**config.mk**
```make
export PLATFORM = sky130hd
export DESIGN_NAME = console_line_command_recognizer
export DESIGN_NICKNAME = d
export VERILOG_FILES = /design/src/rtl/clcr_pkg.sv /design/src/rtl/clcr_line_mem.sv /design/src/rtl/console_line_command_recognizer.sv
export SDC_FILE = /design/constraint.sdc
export NUM_CORES = 1
export LEC_CHECK = 0
export ABC_AREA = 1
export BUFFER_PORTS_ARGS = -buffer_cell sky130_fd_sc_hd__buf_2
export CORE_MARGIN = 1.5
export CORE_UTILIZATION = 45
export DETAILED_ROUTE_END_ITERATION = 10
export GPL_TIMING_DRIVEN = 0
export PLACE_DENSITY = 0.69
export SLEW_MARGIN = 10
export SYNTH_ARGS = -nofsm -noshare
export SYNTH_HDL_FRONTEND = slang
export SYNTH_SLANG_ARGS = --single-unit
```
**constraint.sdc**
```tcl
create_clock -name clk_i -period 3.6 [get_ports clk_i]
set_input_delay 0.54 -clock clk_i [delete_from_list [all_inputs] [get_ports clk_i]]
set_output_delay 0.54 -clock clk_i [all_outputs]
set_load 0.01 [all_outputs]
```
**src/rtl/clcr_pkg.sv**
```systemverilog
// Shared types, constants and command-matching functions for the console line recognizer.
package clcr_pkg;

  localparam int unsigned LineBytes = 32;
  localparam int unsigned FillW     = $clog2(LineBytes);

  localparam logic [7:0] ChLf = 8'd10;
  localparam logic [7:0] ChCr = 8'd13;
  localparam logic [7:0] ChBs = 8'd8;
  localparam logic [7:0] ChSp = 8'd32;
  localparam logic [7:0] ChQm = 8'd63;

  typedef enum logic [1:0] {
    CMD_ON      = 2'd0,
    CMD_OFF     = 2'd1,
    CMD_VOLT    = 2'd2,
    CMD_UNKNOWN = 2'd3
  } cmd_e;

  // Progress of the held text against the three command words.
  typedef enum logic [3:0] {
    CL_EMPTY,
    CL_O,
    CL_ON,
    CL_OF,
    CL_OFF,
    CL_V,
    CL_VO,
    CL_VOL,
    CL_VOLT,
    CL_VOLTQ,
    CL_OTHER
  } cls_e;

  // Match status of the text up to and including one held character.
  typedef struct packed {
    logic frozen;  // A zero byte has ended the matched text.
    cls_e cls;
  } status_t;

  typedef struct packed {
    status_t    st;
    logic [7:0] ch;
  } entry_t;

  typedef struct packed {
    logic       kind;
    logic [7:0] tx_byte;
    cmd_e       command;
    logic       last;
  } result_t;

  localparam status_t StatusEmpty = '{frozen: 1'b0, cls: CL_EMPTY};

  function automatic cls_e cls_step(cls_e cls, logic [7:0] ch);
    cls_e nxt;
    nxt = CL_OTHER;
    case (cls)
      CL_EMPTY: begin
        if (ch == "o") nxt = CL_O;
        else if (ch == "v") nxt = CL_V;
      end
      CL_O: begin
        if (ch == "n") nxt = CL_ON;
        else if (ch == "f") nxt = CL_OF;
      end
      CL_OF:   if (ch == "f") nxt = CL_OFF;
      CL_V:    if (ch == "o") nxt = CL_VO;
      CL_VO:   if (ch == "l") nxt = CL_VOL;
      CL_VOL:  if (ch == "t") nxt = CL_VOLT;
      CL_VOLT: if (ch == "?") nxt = CL_VOLTQ;
      default: nxt = CL_OTHER;
    endcase
    return nxt;
  endfunction

  function automatic status_t status_step(status_t st, logic [7:0] ch);
    status_t nxt;
    nxt = st;
    if (st.frozen || ch == 8'd0) begin
      nxt.frozen = 1'b1;
    end else begin
      nxt.cls = cls_step(st.cls, ch);
    end
    return nxt;
  endfunction

  function automatic cmd_e status_to_cmd(status_t st);
    cmd_e cmd;
    case (st.cls)
      CL_ON:    cmd = CMD_ON;
      CL_OFF:   cmd = CMD_OFF;
      CL_VOLTQ: cmd = CMD_VOLT;
      default:  cmd = CMD_UNKNOWN;
    endcase
    return cmd;
  endfunction

endpackage

```
**src/rtl/clcr_line_mem.sv**
```systemverilog
// Line buffer memory: one write port and one read port with registered read data.
module clcr_line_mem (
  input  logic                       clk_i,
  input  logic                       we_i,
  input  logic [clcr_pkg::FillW-1:0] waddr_i,
  input  clcr_pkg::entry_t           wdata_i,
  input  logic                       re_i,
  input  logic [clcr_pkg::FillW-1:0] raddr_i,
  output clcr_pkg::entry_t           rdata_o
);

  clcr_pkg::entry_t mem_q [clcr_pkg::LineBytes];
  clcr_pkg::entry_t rdata_q;

  always_ff @(posedge clk_i) begin
    if (we_i) begin
      mem_q[waddr_i] <= wdata_i;
    end
  end

  always_ff @(posedge clk_i) begin
    if (re_i) begin
      rdata_q <= mem_q[raddr_i];
    end
  end

  assign rdata_o = rdata_q;

endmodule

```
**src/rtl/console_line_command_recognizer.sv**
```systemverilog
// Top level: console line editor that echoes bytes and reports recognized commands.
//
//   channel | direction | handshake               | payload
//   rx      | in        | rx_valid_i / rx_ready_o | rx_byte_i
//   res     | out       | res_valid_o / res_ready_i | kind_o, tx_byte_o, command_o, last_o
//
// An accepted byte yields zero to three words from a result buffer, one word per cycle
// while res_ready_i is high: a line feed or a backspace on an empty line yields none,
// a plain character one, and a CR or other backspace three.
// The next byte is taken in the cycle the last buffered word leaves.
// Each held character is stored with its command-match status; a backspace reads the
// previous entry back into the read register, and the read completes while its echo drains.
// Reset empties the line; buffer contents before reset are never read.
module console_line_command_recognizer (
  input  logic       clk_i,
  input  logic       rst_ni,
  input  logic       rx_valid_i,
  output logic       rx_ready_o,
  input  logic [7:0] rx_byte_i,
  output logic       res_valid_o,
  input  logic       res_ready_i,
  output logic       kind_o,
  output logic [7:0] tx_byte_o,
  output logic [1:0] command_o,
  output logic       last_o
);

  logic [clcr_pkg::FillW-1:0] fill_q, fill_d;
  clcr_pkg::status_t          tail_q, tail_d;
  logic                       tail_mem_q, tail_mem_d;
  logic [1:0]                 cnt_q, cnt_d;
  logic [1:0]                 idx_q, idx_d;
  clcr_pkg::result_t          res_q [3];
  clcr_pkg::result_t          res_d [3];
  clcr_pkg::result_t          res_cur;

  logic                       rx_fire;
  logic                       res_fire;
  clcr_pkg::status_t          tail_eff;
  clcr_pkg::status_t          st_new;

  logic                       mem_we;
  logic                       mem_re;
  logic [clcr_pkg::FillW-1:0] mem_waddr;
  logic [clcr_pkg::FillW-1:0] mem_raddr;
  clcr_pkg::entry_t           mem_wdata;
  clcr_pkg::entry_t           mem_rdata;

  clcr_line_mem u_line_mem (
    .clk_i   (clk_i),
    .we_i    (mem_we),
    .waddr_i (mem_waddr),
    .wdata_i (mem_wdata),
    .re_i    (mem_re),
    .raddr_i (mem_raddr),
    .rdata_o (mem_rdata)
  );

  assign res_valid_o = (cnt_q != 2'd0);
  assign res_fire    = res_valid_o && res_ready_i;
  assign rx_ready_o  = (cnt_q == 2'd0) || ((cnt_q == 2'd1) && res_ready_i);
  assign rx_fire     = rx_valid_i && rx_ready_o;

  // After a backspace the status of the new last character sits in the read register.
  assign tail_eff = tail_mem_q ? mem_rdata.st : tail_q;
  assign st_new   = clcr_pkg::status_step(tail_eff, rx_byte_i);

  always_comb begin
    fill_d     = fill_q;
    tail_d     = tail_q;
    tail_mem_d = tail_mem_q;
    cnt_d      = cnt_q;
    idx_d      = idx_q;
    res_d      = res_q;
    mem_we     = 1'b0;
    mem_re     = 1'b0;
    mem_waddr  = fill_q;
    mem_raddr  = fill_q - clcr_pkg::FillW'(2);
    mem_wdata  = '{st: st_new, ch: rx_byte_i};

    if (res_fire) begin
      cnt_d = cnt_q - 2'd1;
      idx_d = idx_q + 2'd1;
    end

    if (rx_fire) begin
      idx_d = 2'd0;
      cnt_d = 2'd0;
      if (rx_byte_i == clcr_pkg::ChLf) begin
        cnt_d = 2'd0;
      end else if (rx_byte_i == clcr_pkg::ChCr) begin
        res_d[0]   = '{kind: 1'b0, tx_byte: clcr_pkg::ChCr,
                       command: clcr_pkg::CMD_ON, last: 1'b0};
        res_d[1]   = '{kind: 1'b0, tx_byte: clcr_pkg::ChLf,
                       command: clcr_pkg::CMD_ON, last: 1'b0};
        res_d[2]   = '{kind: 1'b1, tx_byte: 8'd0,
                       command: clcr_pkg::status_to_cmd(tail_eff), last: 1'b1};
        cnt_d      = 2'd3;
        fill_d     = '0;
        tail_d     = clcr_pkg::StatusEmpty;
        tail_mem_d = 1'b0;
      end else if (rx_byte_i == clcr_pkg::ChBs) begin
        if (fill_q != '0) begin
          res_d[0] = '{kind: 1'b0, tx_byte: clcr_pkg::ChBs,
                       command: clcr_pkg::CMD_ON, last: 1'b0};
          res_d[1] = '{kind: 1'b0, tx_byte: clcr_pkg::ChSp,
                       command: clcr_pkg::CMD_ON, last: 1'b0};
          res_d[2] = '{kind: 1'b0, tx_byte: clcr_pkg::ChBs,
                       command: clcr_pkg::CMD_ON, last: 1'b1};
          cnt_d    = 2'd3;
          fill_d   = fill_q - clcr_pkg::FillW'(1);
          if (fill_q == clcr_pkg::FillW'(1)) begin
            tail_d     = clcr_pkg::StatusEmpty;
            tail_mem_d = 1'b0;
          end else begin
            mem_re     = 1'b1;
            tail_mem_d = 1'b1;
          end
        end
      end else if (fill_q != clcr_pkg::FillW'(clcr_pkg::LineBytes - 1)) begin
        mem_we     = 1'b1;
        res_d[0]   = '{kind: 1'b0, tx_byte: rx_byte_i,
                       command: clcr_pkg::CMD_ON, last: 1'b1};
        cnt_d      = 2'd1;
        fill_d     = fill_q + clcr_pkg::FillW'(1);
        tail_d     = st_new;
        tail_mem_d = 1'b0;
      end else begin
        res_d[0] = '{kind: 1'b0, tx_byte: clcr_pkg::ChQm,
                     command: clcr_pkg::CMD_ON, last: 1'b1};
        cnt_d    = 2'd1;
      end
    end
  end

  always_ff @(posedge clk_i or negedge rst_ni) begin
    if (!rst_ni) begin
      fill_q     <= '0;
      tail_q     <= clcr_pkg::StatusEmpty;
      tail_mem_q <= 1'b0;
      cnt_q      <= 2'd0;
      idx_q      <= 2'd0;
    end else begin
      fill_q     <= fill_d;
      tail_q     <= tail_d;
      tail_mem_q <= tail_mem_d;
      cnt_q      <= cnt_d;
      idx_q      <= idx_d;
    end
  end

  always_ff @(posedge clk_i) begin
    res_q <= res_d;
  end

  always_comb begin
    case (idx_q)
      2'd0:    res_cur = res_q[0];
      2'd1:    res_cur = res_q[1];
      default: res_cur = res_q[2];
    endcase
  end

  assign kind_o    = res_cur.kind;
  assign tx_byte_o = res_cur.tx_byte;
  assign command_o = res_cur.command;
  assign last_o    = res_cur.last;

endmodule
```
# Yosys cells after proc, flatten, opt, wreduce, memory -nomap -nowiden
# Memory sizes are Yosys's and may differ from the RTL's. A register that Yosys moved wholly into a read port is not among the register bits.
# Index checks and enable logic that the tools add are counted.
dict set report word_totals {
  regBits 51
  latchBits 0
  mem_bits_rw 416
  romBits 0
  inputBits 12
  output_inout_bits 14
  elab_cells 123
  memories 1
}
dict set report op_classes {
  add_sub_neg 5
  multipliers 0
  div_mod_pow 0
  magnitude_cmp 0
  eq_ne 25
  shift 0
  muxes 54
  bitwise_logic 1
  n_reduce_logical 19
}
# name depth width rd rd_ports_with_merged_regs write_ports line
set memory_table {}
lappend memory_table {u_line_mem.mem_q 32 13 1 1 1 clcr_line_mem.sv:12} ;# clcr_pkg::entry_t mem_q [clcr_pkg::LineBytes];
# cell count
set ops {}
lappend ops {{two-way mux 5 bit} 10}
lappend ops {{equality test 8 x 7 -> 1 bit (second input constant)} 6}
lappend ops {{two-way mux 36 bit} 1}
lappend ops {{two-way mux 4 bit} 8}
lappend ops {{case mux 4 bit (7 select lines)} 1}
lappend ops {{equality test 8 x 4 -> 1 bit (second input constant)} 3}
lappend ops {{two-way mux 24 bit} 1}
lappend ops {{case mux 12 bit (2 select lines)} 1}
lappend ops {{two-way mux 2 bit} 10}
lappend ops {{two-way mux 1 bit} 18}
lappend ops {{equality test 4 x 3 -> 1 bit (second input constant)} 4}
lappend ops {{two-way mux 12 bit} 1}
lappend ops {{two-way mux 11 bit} 1}
lappend ops {{equality test 4 x 2 -> 1 bit (second input constant)} 2}
lappend ops {{equality test 4 bit (second input constant)} 2}
lappend ops {{equality test 8 x 6 -> 1 bit (second input constant)} 1}
lappend ops {{zero test 8 bit} 1}
lappend ops {{AND reduction 4 bit} 2}
lappend ops {{nonzero test 2 bit} 4}
lappend ops {{inequality test 3 x 2 -> 1 bit (second input constant)} 2}
lappend ops {{case mux 2 bit (3 select lines)} 1}
lappend ops {{adder 5 x 1 -> 5 bit (second input constant)} 1}
lappend ops {{equality test 5 x 1 -> 1 bit (second input constant)} 1}
lappend ops {{inequality test 5 bit (second input constant)} 1}
lappend ops {{other kinds (16)} 21}

# Depth between registers and ports, before layout
# Gate-level depths: netlist of run 1.
dict set report depth {
  word_depth 8
  ltp_mapped 13
  depth_no_buf 12
}

# Modules after synthesis
# Synthesis of run 1 repeated with hierarchy kept, for this count alone.
dict set report unflattened {
  hier_cells 1809
  area_unflattened_um2 19513.7
}
# module n_inst cells_per_inst area_per_inst_um2 seq_area_each_um2
set by_module_without_submodules {}
lappend by_module_without_submodules {clcr_line_mem 1 1466 17270.3 12882.4}
lappend by_module_without_submodules {console_line_command_recognizer 1 343 2243.4 765.7}

# Worst setup path before layout of run 1
# OpenSTA, ideal clock, no wires.
dict set report synth_timing {
  path_type {input to register}
  from {in rx_byte_i[7]}
  to {mem u_line_mem.mem_q[0][11] in the netlist's numbering (data pin)}
  setup_ns 0.465
  arrival_ns 3.116
  t_required_ns 3.135
  setup_slack_ns 0.020
  stages 7
  path_buffers 0
  path_cell_list {nor2_1 nand3_2 nor2_1 nand3_1 nand3_1 nor2_1 a21boi_0}
}
# item line
set synth_rtl {}
lappend synth_rtl {{start, declared} console_line_command_recognizer.sv:19} ;# input logic [7:0] rx_byte_i,
lappend synth_rtl {{end, declared} clcr_line_mem.sv:12}

# Worst setup path after layout of run 1
dict set report layout_timing {
  from {reg fill_q[1] in the netlist's numbering}
  to {reg u_line_mem.rdata_o[8] (netlist name)}
}
dict set report layout_via {
  elab_chain_cells 7
  elab_cells_between_ends 9
  classes_between {add/sub: 1; eq/ne: 1; mux: 6; reduce/logical: 1}
}
# item line
set layout_lines {}
lappend layout_lines {{start, declared} console_line_command_recognizer.sv:28} ;# logic [clcr_pkg::FillW-1:0] fill_q, fill_d;
lappend layout_lines {{start signal, assigned} console_line_command_recognizer.sv:144} ;# fill_q <= fill_d;
lappend layout_lines {{equality test 5 x 1 -> 1 bit} console_line_command_recognizer.sv:112} ;# if (fill_q == clcr_pkg::FillW'(1)) begin
lappend layout_lines {{two-way mux 1 bit} console_line_command_recognizer.sv:112}
lappend layout_lines {{two-way mux 1 bit} console_line_command_recognizer.sv:103} ;# if (fill_q != '0) begin
lappend layout_lines {{two-way mux 1 bit} console_line_command_recognizer.sv:102} ;# end else if (rx_byte_i == clcr_pkg::ChBs) begin
lappend layout_lines {{two-way mux 1 bit} console_line_command_recognizer.sv:91} ;# end else if (rx_byte_i == clcr_pkg::ChCr) begin
lappend layout_lines {{two-way mux 1 bit} console_line_command_recognizer.sv:89} ;# if (rx_byte_i == clcr_pkg::ChLf) begin
lappend layout_lines {{two-way mux 1 bit} console_line_command_recognizer.sv:86} ;# if (rx_fire) begin
# Several ways; a longest one is shown, not always the timed one.
# A chain may end at the register's enable or synchronous reset.

==> metrics.md, run 1 <==
| Metric | Value |
|---|---|
| Final Net Count | `904` |
| Slew headroom | `between 20% and 30%` |
| Most frequent cells in the layout | `edfxtp_1, nor2_1, nand2_1` |
| Crit Path Max Fanout | `14` |
| Die Height | `143 um` |
| R2R depth | `12` |
| Flops & latches, synth | `roughly 190` |
| Starting density of the core | `a little under half` |
| Crit end category | `flip-flop` |
| Post-Syn Area per Cell | `~11 um^2` |
| Largest net degree at the start of global routing | `34` |
| First-pass GRT wire length | `roughly 35000 um` |
| Post-CTS Resized | `0` |
| Critical path class | `flip-flop to flip-flop` |
| TritonRoute pass-1 iters | `5` |
| Leakage | `between 3 and 4 nW` |
| Fill cell count | `about 1800` |
| Netlist area before placement | `roughly 8800 um^2` |
| Die area | `between 20000 and 25000 um^2` |
| CTS tree | `built` |
| Die X | `between 100 and 150 um` |
| CTS clock-pin slew for the worst setup and hold paths | `approximately 0.070 ns` |
| Post-CTS Setup Repair Bufs | `0` |
| CTS Sinks | `roughly 190` |
| Post-layout power | `a little under 9 mW` |
| Final count of pins violating max slew | `0` |
| CORE AREA | `between 15000 and 20000 um^2` |
| Maximum capacitance violations | `0` |
| Row count | `51` |
| Synth cell types | `42` |
| Cts bufs inserted | `17` |
| Max incr delay on CP | `approximately 0.48 ns` |
| Least-Margin Pin Slew | `1.16 ns` |
| Clock skew | `0.0140 ns` |
| Top achievable clock speed | `roughly 300 MHz` |
| CP required | `roughly 3.8 ns` |
| Status | `finished, final reports clean` |
| Final worst slack | `approximately 0.24 ns` |
| Ant diodes | `0` |
| Placed Area | `9400 um^2` |
| Total gr overflow | `0` |
| Syn_nets | `approximately 860` |
| CTS H-tree depth | `4` |
| Detailed Route WL | `~23000 um` |
| # setup viols final | `0` |
| Latest clock arrival within the worst-skew pair | `0.43 ns` |
| Antenna viol nets, final | `0` |
| Crit share post-route | `93.4%` |
| Pre-CTS setup slack | `approximately 0.36 ns` |
| Maximum vdd drop | `0.517 mV` |
| RSZ-0062 raised after global routing | `false` |
| Initial antenna violation count | `0` |
| Drt drc | `0` |
| Critical Path Slowest Stage Cell | `clkbuf_1` |
| Longest Clk Path Bufs | `2` |
| Drt wl/cell | `19.8 um` |
| Yosys warnings | `0` |
| R2R setup slack | `0.24 ns` |
| Synth top area share | `about three fifths` |
| Synthesis-to-layout area growth | `12.9%` |
| Vias/cell | `approximately 5.5` |
| Ranking of synthesized cells by area | `edfxtp_1, nor2_1, nand2_1, o21ai_0, dfrtp_1` |
| Fin. Hold Viols | `0` |
| Via Count | `6399` |
| Most common cell after layout, fill and taps aside | `edfxtp_1` |
| Crit path DAT | `3.54 ns` |
| Startpoint Class | `flip-flop` |
| Area leader, netlist | `edfxtp_1` |
| Clock Root Buffer | `clkbuf_16` |
| Min cycle time layout | `~3.4 ns` |
| Post-detail-place hpwl | `between 15000 and 20000 um` |
| Cell chain of the critical path | `buf_2 > inv_1 > buf_2 > buf_2 > ha_1 > clkinv_1 > clkbuf_1 > o221ai_1 > nand3_1 > nand2_1 > nand2_1 > nand2_1` |
| Pwr dens | `between 800 and 900 nW/um^2` |
| IO buf count | `25` |
| Vias in the first global route | `6209` |
| CTS Hold Bufs | `0` |
| Total track usage | `23.2%` |
| Syn Inst Count | `around 830` |
| Sequential share of the synthesized area | `between 60 and 70%` |
| I/O pin cnt | `26` |
| Share of layout cells above drive strength 1 | `between 10% and 20%` |
| Starting DRT DRC Count | `around 650` |
| Final setup TNS | `0 ns` |
| Final RePlAce weighted congestion | `0.927` |
| Design Area, Final | `between 9000 and 10000 um^2` |
| Hold WC Path Type | `input pin to asynchronous set/reset pin` |
## synthesized netlist by cell type, drive strengths merged
library cell	instances
o211ai	8
and2	1
xnor2	2
nand3	39
a21boi	3
nor3	4
ha	13
nand2	162
o21ai	92
a21oi	5
xor2	5
or2	1
clkinv	3
a211oi	1
o221ai	34
clkbuf	24
dfrtp	15
o22ai	5
inv	58
nor2	162
nand4	4
edfxtp	178
buf	12
a211o	1
## metrics by stage
| stage | hold WS (ns) | std cells | utilization [%] |
|---|---|---|---|
| floorplan | 0.244 | 832 | - |
| global placement | 0.472 | 1122 | 48.0 |
| detailed placement | 0.487 | 1125 | 48.5 |
| CTS | 0.0275 | 1157 | 51.5 |
| global route | 0.0379 | 1157 | 51.5 |
| finish | 0.0311 | 1157 | 51.5 |
## critical path: cells and delay by family, from the launching register on
kind / cells / cell delay (ns)
buf+inv: 6 / 1.61
flops: 1 / 0.43
simple gates: 4 / 0.36
fa+ha+maj: 1 / 0.35
compound gates: 1 / 0.35
## power breakdown
group | total [mW] | internal [mW] | switching (mW)
sequential | 3.13 | 3.06 | 0.0702
combinational | 3.93 | 1.11 | 2.83
clock | 1.88 | 1.04 | 0.838
## routing by layer
layer / global-route usage [%] / vias to the layer above / wire length, um
li1: - / 3002 / -
met4: 12.5 / 0 / 1050
met1: 30.4 / 3013 / 9410
met2: 37.1 / 314 / 10500
met5: 0 / - / 0
met3: 3.92 / 70 / 1860
## worst paths after layout
check                                      startpoint                              end
worst max-delay path            fill_q[1]$_DFFE_PN0P_  u_line_mem.rdata_o[8]$_DFFE_PP_
min in group clk_i                       rx_byte_i[4]          res_q[31]$_SDFFCE_PN0P_
worst max register to register  fill_q[1]$_DFFE_PN0P_  u_line_mem.rdata_o[8]$_DFFE_PP_
worst min-delay path                           rst_ni             idx_q[0]$_DFFE_PN0P_
max in group asynchronous                      rst_ni            tail_q[2]$_DFFE_PN0P_
worst min register to register  tail_q[4]$_DFFE_PN0P_            tail_q[4]$_DFFE_PN0P_
## flip-flops by register name (all words and copies together), names as in the netlist
| register | cells |
|---|---|
| tail_q | 5 |
| tail_mem_q | 1 |
| cnt_q | 2 |
| idx_q | 2 |
| u_line_mem.mem_q | 160 |
| u_line_mem.rdata_o | 5 |
| res_q | 13 |
| fill_q | 5 |
## cell type report
class | count | area, um^2 | area share [%]
Buffer | 36 | 158 | 1.58
Sequential cell | 193 | 5720 | 57.3
Clock buffer | 20 | 437 | 4.37
Timing Repair Buffer | 28 | 195 | 1.95
Multi-Input combinational cell | 542 | 2770 | 27.7
Inverter | 61 | 233 | 2.33
Clock inverter | 12 | 150 | 1.50
Tap cell | 265 | 332 | 3.32
## cells by family (layout without fill, tap and decap cells)
kind of cell | after synthesis | count (layout) | share of synthesized area (%)
DFF | 193 | 193 | 64.7
xor gates and xnor gates | 7 | 7 | 0.693
buffers and inverters | 97 | 157 | 4.41
and+or+nand+nor | 373 | 373 | 18.0
adders and majority gates | 13 | 13 | 1.84
AOI/OAI and AO/OA | 149 | 149 | 10.4
Power figures use the tool's default switching activity.
==> run 2: changes to the inputs <==
- CORE_ASPECT_RATIO: default -> 0.5
- clock period: 3.6 -> 4 ns (I/O delays scaled with it)
==> metrics.md, run 2 (synthesis results as in run 1) <==
| Metric | Value |
|---|---|
| Starting density of the core | `between 40% and 50%` |
| Crit share post-route | `between 80% and 90%` |
| Die area | `between 20000 and 25000 um^2` |
| Min Hold Slack | `just under 0.08 ns` |
| RSZ-0062 raised after global routing | `false` |
| Hold WC Path Type | `input pin to asynchronous set/reset pin` |
| Worst reg2reg path endpoint | `u_line_mem.rdata_o[8]$_DFFE_PP_` |
| Row count | `36` |
| Slew headroom | `between 40% and 50%` |
| Critical Path Slowest Stage Cell | `clkbuf_1` |
| Fill cell count | `1665` |
| Least-Margin Pin Slew | `approximately 0.83 ns` |
| Leading registers by flop count | `u_line_mem.mem_q: 160 flops, res_q: 13 flops` |
| Maximum vdd drop | `around 0.34 mV` |
| Max reg flops | `160` |
| Synthesis-to-layout area growth | `12.9%` |
| Multi-input gate area | `between 2000 and 3000 um^2` |
| Latest clock arrival within the worst-skew pair | `0.44 ns` |
| Clock Root Buffer | `clkbuf_16` |
| CTS Hold Bufs | `0` |
| CTS Sinks | `between 150 and 200` |
| Ant diodes | `0` |
| Top achievable clock speed | `about 290 MHz` |
| Post-CTS Resized | `0` |
| Startpoint Class | `flip-flop` |
| Maximum capacitance violations | `0` |
| Min cycle time layout | `3.42 ns` |
| CTS clock-pin slew for the worst setup and hold paths | `about 0.07 ns` |
| Vias/cell | `roughly 5.7` |
| Final count of pins violating max slew | `0` |
| Reg2Reg Launch Point | `fill_q[1]$_DFFE_PN0P_` |
| Total track usage | `about a quarter` |
| CP required | `4.17 ns` |
| I/O pin cnt | `26` |
| Post-detail-place hpwl | `approximately 16000 um` |
| Cell chain of the critical path | `buf_2 > inv_1 > buf_2 > buf_2 > ha_1 > clkinv_1 > clkbuf_1 > o221ai_1 > nand3_1 > nand2_1 > nand2_1 > nand2_1` |
| Largest net degree at the start of global routing | `34` |
| Starting DRT DRC Count | `about 800` |
| Clock skew | `roughly 0.013 ns` |
| Crit path DAT | `between 3 and 4 ns` |
| First-pass GRT wire length | `between 30000 and 40000 um` |
| Drt drc | `0` |
| Status | `finished, final reports clean` |
| TritonRoute pass-1 iters | `5` |
| Drt wl/cell | `around 20 um` |
| Vias in the first global route | `6215` |
| Critical Path Start | `fill_q[1]$_DFFE_PN0P_` |
| Die Height | `102 um` |
| CTS H-tree depth | `4` |
| Antenna viol nets, final | `0` |
| Total gr overflow | `0` |
| Initial antenna violation count | `0` |
| Most common cell after layout, fill and taps aside | `edfxtp_1` |
| Most frequent cells in the layout | `edfxtp_1, nor2_1, nand2_1` |
| Via Count | `around 6600` |
| Final setup TNS | `0 ns` |
| Critical path class | `flip-flop to flip-flop` |
| Final RePlAce weighted congestion | `~0.9` |
| Pwr dens | `about 800 nW/um^2` |
| R2R depth | `12` |
| Longest Clk Path Bufs | `2` |
| IO buf count | `25` |
| Largest reg by FF count | `u_line_mem.mem_q` |
| Final Net Count | `904` |
| Post-CTS Setup Repair Bufs | `0` |
| Post-layout power | `approximately 8.1 mW` |
| Leakage | `between 3 and 4 nW` |
| Share of layout cells above drive strength 1 | `around 12%` |
| R2R setup slack | `around 0.6 ns` |
| Crit Path Max Fanout | `14` |
| CORE AREA | `~19000 um^2` |
| Max incr delay on CP | `about 0.51 ns` |
| CTS tree | `built` |
| Die X | `approximately 200 um` |
| Worst setup path endpoint | `u_line_mem.rdata_o[8]$_DFFE_PP_` |
| Detailed Route WL | `approximately 23000 um` |
| Cts bufs inserted | `17` |
| Register area | `~5700 um^2` |
| # setup viols final | `0` |
| Fin. Hold Viols | `0` |
| Crit end category | `flip-flop` |
==> run 2: through the flow <==
stage | instance area, um^2 | worst slack, ns | instances | util (%)
2_1_floorplan | 8850 | 0.360 | 832 | -
3_3_place_gp | 9310 | -2.73 | 1123 | 48.0
3_5_place_dp | 9400 | 0.700 | 1126 | 48.5
4_1_cts | 9980 | 0.659 | 1158 | 51.5
5_1_grt | 9980 | 0.473 | 1158 | 51.6
6_report | 9980 | 0.584 | 1158 | 51.6
==> run 2: layout make-up <==
type	instances	share of cell area (%)
sequential	193	57.3
multi-input combinational	542	27.7
clock buffer	18	4.30
tap	266	3.33
inverter	61	2.33
timing repair buffer	28	1.88
buffer	36	1.58
clock inverter	14	1.55
==> run 2: critical path, delay by kind of cell (launching register included) <==
kind,cells,cell delay (ns)
AOI/OAI and AO/OA,1,0.36
adders and majority gates,1,0.37
buffers and inverters,6,1.60
DFF,1,0.42
and+or+nand+nor,4,0.38
==> run 2: layer usage <==
metal,wire length [um],global-route usage [%],vias up
met5,0,0,-
met1,9710,30.6,3150
met3,2190,5.17,52
li1,-,-,2986
met2,10800,38.8,362
met4,660,8.27,0
==> run 2: worst min-delay path by stage <==
stage | cells after the start | endpoint | slack [ns]
2_1_floorplan | 0 | cnt_q[0]$_DFFE_PN0P_ | 0.30
5_1_grt | 1 | idx_q[1]$_DFFE_PN0P_ | 0.08
3_3_place_gp | 2 | tail_q[4]$_DFFE_PN0P_ | 0.48
4_1_cts | 1 | idx_q[0]$_DFFE_PN0P_ | 0.08
3_5_place_dp | 2 | tail_q[4]$_DFFE_PN0P_ | 0.49
6_report | 1 | cnt_q[0]$_DFFE_PN0P_ | 0.08
==> run 2: power by group <==
| group | switching (mW) | internal, mW | total [mW] |
|---|---|---|---|
| clock | 0.750 | 0.931 | 1.68 |
| combinational | 2.62 | 0.991 | 3.61 |
| sequential | 0.0630 | 2.75 | 2.81 |
| total | 3.43 | 4.67 | 8.11 |
